## src/rtl/bfd_pkg.sv

```systemverilog
package bfd_pkg;

  // fixed field widths
  localparam int DIM_W      = 7;
  localparam int STEP_W     = 20;
  localparam int BIAS_W     = 9;
  localparam int ADDR_W     = 12;
  localparam int PIX_W      = 32;
  localparam int COORD_W    = 10;
  localparam int CFG_IDX_W  = 3;
  localparam int CFG_DATA_W = 20;
  localparam int STORE_DEPTH = 1 << ADDR_W;
  localparam int CH_MAX     = 255;

  // configuration register indexes
  localparam logic [CFG_IDX_W-1:0] CFG_SRC_WIDTH  = 3'd0;
  localparam logic [CFG_IDX_W-1:0] CFG_SRC_HEIGHT = 3'd1;
  localparam logic [CFG_IDX_W-1:0] CFG_X_STEP     = 3'd2;
  localparam logic [CFG_IDX_W-1:0] CFG_Y_STEP     = 3'd3;
  localparam logic [CFG_IDX_W-1:0] CFG_BIAS       = 3'd4;

  // request codes
  localparam logic REQ_LOAD   = 1'b0;
  localparam logic REQ_FILTER = 1'b1;

  typedef struct packed {
    logic start;   // capture a filter request, clear the sums
    logic write;   // store one source pixel
    logic setup;   // register origin, window and shift
    logic issue;   // read one window pixel
    logic finish;  // load the output register
  } bfd_cmd_t;

  typedef struct packed {
    logic empty;   // window has no pixels
    logic last;    // current read is the last of the window
  } bfd_status_t;

endpackage

```

## src/rtl/bfd_ctrl.sv

```systemverilog
module bfd_ctrl (
  input  logic                 clk_i,
  input  logic                 rst_ni,
  input  logic                 in_valid_i,
  input  logic                 req_type_i,
  output logic                 in_stall_o,
  output logic                 out_valid_o,
  input  logic                 out_stall_i,
  output bfd_pkg::bfd_cmd_t    cmd_o,
  input  bfd_pkg::bfd_status_t status_i
);

  typedef enum logic [2:0] {
    S_IDLE,
    S_SETUP,
    S_RUN,
    S_WAIT,
    S_FINISH
  } state_e;

  state_e state_q, state_d;
  logic   stall_q;
  logic   out_valid_q;
  logic   accept;
  logic   out_free;

  assign accept   = in_valid_i && !stall_q;
  assign out_free = !out_valid_q || !out_stall_i;

  always_comb begin
    state_d      = state_q;
    cmd_o        = '0;
    case (state_q)
      S_IDLE: begin
        if (accept) begin
          if (req_type_i == bfd_pkg::REQ_FILTER) begin
            cmd_o.start = 1'b1;
            state_d     = S_SETUP;
          end else begin
            cmd_o.write = 1'b1;
          end
        end
      end
      S_SETUP: begin
        cmd_o.setup = 1'b1;
        state_d     = S_RUN;
      end
      S_RUN: begin
        cmd_o.issue = !status_i.empty;
        if (status_i.empty || status_i.last) begin
          state_d = S_WAIT;
        end
      end
      S_WAIT: begin
        state_d = S_FINISH;
      end
      S_FINISH: begin
        if (out_free) begin
          cmd_o.finish = 1'b1;
          state_d      = S_IDLE;
        end
      end
      default: begin
        state_d = S_IDLE;
      end
    endcase
  end

  always_ff @(posedge clk_i or negedge rst_ni) begin
    if (!rst_ni) begin
      state_q     <= S_IDLE;
      stall_q     <= 1'b0;
      out_valid_q <= 1'b0;
    end else begin
      state_q <= state_d;
      stall_q <= (state_d != S_IDLE);
      if (cmd_o.finish) begin
        out_valid_q <= 1'b1;
      end else if (!out_stall_i) begin
        out_valid_q <= 1'b0;
      end
    end
  end

  assign in_stall_o  = stall_q;
  assign out_valid_o = out_valid_q;

`ifndef SYNTHESIS
  a_busy_stalls: assert property (@(posedge clk_i) disable iff (!rst_ni)
    (state_q != S_IDLE) |-> in_stall_o)
    else $error("input not stalled while a request is in progress");

  a_filter_starts: assert property (@(posedge clk_i) disable iff (!rst_ni)
    (accept && req_type_i == bfd_pkg::REQ_FILTER) |=> (state_q == S_SETUP))
    else $error("accepted filter request did not start setup");

  a_result_from_finish: assert property (@(posedge clk_i) disable iff (!rst_ni)
    $rose(out_valid_o) |-> $past(state_q == S_FINISH))
    else $error("result raised outside the finish step");

  a_last_read_drains: assert property (@(posedge clk_i) disable iff (!rst_ni)
    (cmd_o.issue && status_i.last) |=> (state_q == S_WAIT && !cmd_o.issue))
    else $error("window walk did not stop after its last read");
`endif

endmodule

```

## config.mk

```make
export PLATFORM = sky130hd
export DESIGN_NAME = bfd_ctrl
export DESIGN_NICKNAME = d
export VERILOG_FILES = /design/src/rtl/bfd_pkg.sv /design/src/rtl/bfd_ctrl.sv
export SDC_FILE = /design/constraint.sdc
export NUM_CORES = 1
export LEC_CHECK = 0
export ABC_AREA = 1
export BUFFER_PORTS_ARGS = -buffer_cell sky130_fd_sc_hd__buf_4
export CELL_PAD_IN_SITES_DETAIL_PLACEMENT = 1
export CELL_PAD_IN_SITES_GLOBAL_PLACEMENT = 1
export CORE_AREA = 2 2 39 41
export DETAILED_ROUTE_END_ITERATION = 6
export DIE_AREA = 0 0 41 43
export GPL_ROUTABILITY_DRIVEN = 0
export HOLD_SLACK_MARGIN = 0.02
export PLACE_DENSITY_LB_ADDON = 0.15
export SETUP_SLACK_MARGIN = 0.3
export SLEW_MARGIN = 30
export SYNTH_ARGS = -nofsm -noshare
export SYNTH_HDL_FRONTEND = slang
export SYNTH_SLANG_ARGS = --single-unit
```

## constraint.sdc

```tcl
create_clock -name clk_i -period 1.1 [get_ports clk_i]
set_input_delay 0.055 -clock clk_i [delete_from_list [all_inputs] [get_ports clk_i]]
set_output_delay 0.055 -clock clk_i [all_outputs]
set_load 0.1 [all_outputs]
```

# == After elaboration in Yosys (flattened, before gate mapping) ==
# Cells that the tools add are included.
# word_totals
regBits,5
inputBits,7
romBits,0
ram_bits,0
wordCells,32
memories,0
latch_bits,0
out_inout_bits,7
# classes
bitwise,0
mux,15
n_div,0
shifts,0
multipliers,0
n_eq_ne,5
addsub,0
magnitude_cmp,0
n_reduce_logical,9
# ops
op,count
$pmux W3 S5,1
$mux W3,4
$mux W1,8
$eq A3 B2 Y1 const B,2
$logic_not A1 Y1,4
$mux W2,2
$eq A3 B1 Y1 const B,1
$eq A3 B3 Y1 const B,1
$logic_not A3 Y1,1
$reduce_bool A3 Y1,1
$logic_or A1 B1 Y1,2
$ne A2 B1 Y1 const B,1
$logic_and A1 B1 Y1,1

# == Longest topological paths before layout ==
# logic_depth
word_depth,5
depth_mapped,6
depth_no_buf,6

# == Least setup slack after synthesis ==
# No wires, ideal clock.
# synth_path
kind,reg2out
startpoint,register state_q[1]
endpoint,output port cmd_o[2] (netlist name)
arrival_time_ns,2.504
required_ns,1.045
n_path_buf,0
slack_ns,-1.459
path_stages_with_launch,2
path_cell_list,dfrtp_1 -> nor3_1
# synth_rtl
element,line_no,rtl
from (decl),bfd_ctrl.sv:21,"state_e state_q, state_d;"
from (signal assigned),bfd_ctrl.sv:75,state_q <= state_d;
to (decl),bfd_ctrl.sv:9,"output bfd_pkg::bfd_cmd_t cmd_o,"

==> results.txt <==
Iteration-0 DRC Markers: 1
Initial core utilization: 19.3%
Port bufs: 13
CP Capture Type: output pin
Sw Pwr: 1.27 mW
Syn-to-layout area delta: 185%
Startpoint type of the worst setup path: register
Setup Viol. Count Final: 7
Final slew viol count: 0
Slew @ Worst Pin: 197 ps
Max Cap Viol: 0
WP data required: 1040 ps
Die area: 1760 µm²
Final min period: 1340 ps
Final wirelength: 887 µm
Clock root buffer master: clkbuf_4
Hold crit path type: primary input to register
Clock sink total: 5
Peak supply drop: 1.61 mV
Post-route DRC violation count: 0
CTS tree: built
Comb power frac: 76.8%
Remaining global-route overflow: 0
Post-synthesis cell type count: 12
Leak pwr: 0.350 nW
P per Cell Area: 3320 nW/µm²
Placeable Area: 1380 µm²
RSZ-0062 raised after global routing: yes
Io pins: 14
Sequential area share after synthesis: 46.9%
Largest net degree at the start of global routing: 6
Clk_skew: 2.59 ps
Commonest non-fill, non-tap cell in the layout: buf_4
Crit Path Class: register to output pin
Core Rows: 14
H-tree depth reported by CTS: 1
Final WS setup: -239 ps
Top cell type by total area after synthesis: dfrtp_1
Synth top area cells: dfrtp_1 (47%), nand2_1 (9.9%), inv_1 (8.5%), nand3_1 (7.5%), nor2_2 (7.0%)
Final #Nets: 74
CTS Buf Count: 3
Final worst path period share: 122%
Total GRT Usage: 11.1%
Reg power frac: 15.1%
Synth Net Count: 41
Detail Route Antenna Nets: 0
Mapped Cells: 34
Clk Latency, worst-skew pair: 240 ps
Avg WL per Cell: 10.8 µm
Hold Fails Final Rpt: 0
Vias: 333
Initial antenna violation count: 0
Status: finished, violations left
Flop2flop setup slack: -100 ps
Clk buf depth: 2
Antenna Diode Count: 0
Fillers: 158
Vias in the first global route: 343
Yosys warns: 0
Area of the multi-input gates: 224 µm²
First-pass GRT wire length: 1280 µm
Die extent in x: 41 µm
Chip Height: 43 µm
Post-synthesis cell area: 267 µm²
FF+latch count, synth: 5
Share of cells above drive strength 1: 83.3%
Post-synth top area share: 46.9%
Worst-path fanout max: 3
Most frequent cells in the layout: buf_4 (11), buf_6 (9), nor2_4 (6), buf_12 (6), nand2_2 (4)
Clock power frac: 8.1%
Sequential cell area: 133 µm²
Sw Ratio: 50.3%
Fmax: 747 MHz
CTS clock-pin slew for the worst setup and hold paths: 40 ps
Syn_area_per_cell: 7.84 µm²
Worst EP arrival: 1280 ps
Placed cell areas: 484 µm²
Design Power: 2.52 mW
Hpwl dp: 607 µm
Max transition margin: 86.8%
Fin area: 759 µm²
Failing checks: negative setup slack
Drt via density: 4.06
DR pass1 iterations: 2
Internal Pwr Total: 1.26 mW
## power groups by stage
stage               Clock (mW)  Sequential, mW  Combinational, mW
finish                   0.205           0.380               1.94
global route             0.244           0.388               2.02
CTS                      0.219           0.373               1.70
detailed placement           0           0.351               1.26
global placement             0           0.346               1.25
floorplan                    0           0.619              0.679
## path summary, 6_finish.rpt
kind | end | cells past startpoint | from
worst max-delay path | cmd_o[3] | 4 | state_q[1]$_DFF_PN0_
worst min-delay path | out_valid_o$_DFFE_PN0P_ | 3 | out_stall_i
worst max register to register | in_stall_o$_DFF_PN0_ | 7 | state_q[1]$_DFF_PN0_
worst min register to register | out_valid_o$_DFFE_PN0P_ | 2 | out_valid_o$_DFFE_PN0P_
max in group asynchronous | out_valid_o$_DFFE_PN0P_ | 2 | rst_ni
min in group asynchronous | in_stall_o$_DFF_PN0_ | 2 | rst_ni
## cells in the mapped netlist
cell and instances:
nand2_1 7, inv_1 6, dfrtp_1 5, nand3_1 4
nor2_1 3, nor2_2 3, a21oi_1 1, nand2_2 1
nor2_4 1, nor3_1 1, nor3_2 1, o21ai_1 1
## layer usage
layer | up-vias | global-route usage [%] | routed length, µm
met1 | 158 | 10.8 | 340
met2 | 6 | 19.4 | 527
met3 | 0 | 1.57 | 19
li1 | 169 | - | -
met5 | - | 0 | 0
met4 | 0 | 8.00 | 0
## cell families (layout without fill, tap and decap cells)
group           after synthesis  after routing  synth area share [%]
buf+inv                       6             38                  8.45
simple gates                 21             21                  40.8
flops                         5              5                  46.9
compound gates                2              2                  3.75
## flip-flops by register name (all words and copies together), names as in the netlist
signal       count
out_valid_o      1
in_stall_o       1
state_q          3
## repair_timing
action	4_1_cts	5_1_grt
endpoints found under the setup margin	12	12
endpoints found under the hold margin	5	0
hold buffers	1	0
pin swaps	9	9
setup buffers	6	3
resized for setup	30	12
## critical path: stages, from the launching register on
cell	delay, ps
dfrtp_1	410
nor2_4	180
nand2_4	90
nor3_4	160
buf_12	200
## through the flow
stage          hold WS, ps  utilization (%)  cells  setup slack [ps]  TNS, ps
2_1_floorplan         -241                -     34              -521    -2140
3_3_place_gp          -142             35.0     68             -62.2     -168
3_5_place_dp          -142             35.0     68             -88.7     -247
4_1_cts               49.4             49.7     79              -231     -986
5_1_grt               56.2             54.9     82              -282    -1420
6_report              57.4             54.9     82              -239    -1090
## layout make-up
class / instances / share of cell area, %
tap: 16 / 2.64
sequential: 5 / 17.5
multi-input combinational: 23 / 29.5
clock buffer: 4 / 3.46
timing repair buffer: 28 / 43.3
inverter: 6 / 3.62
Note: power is estimated with default switching activity, not from simulation.
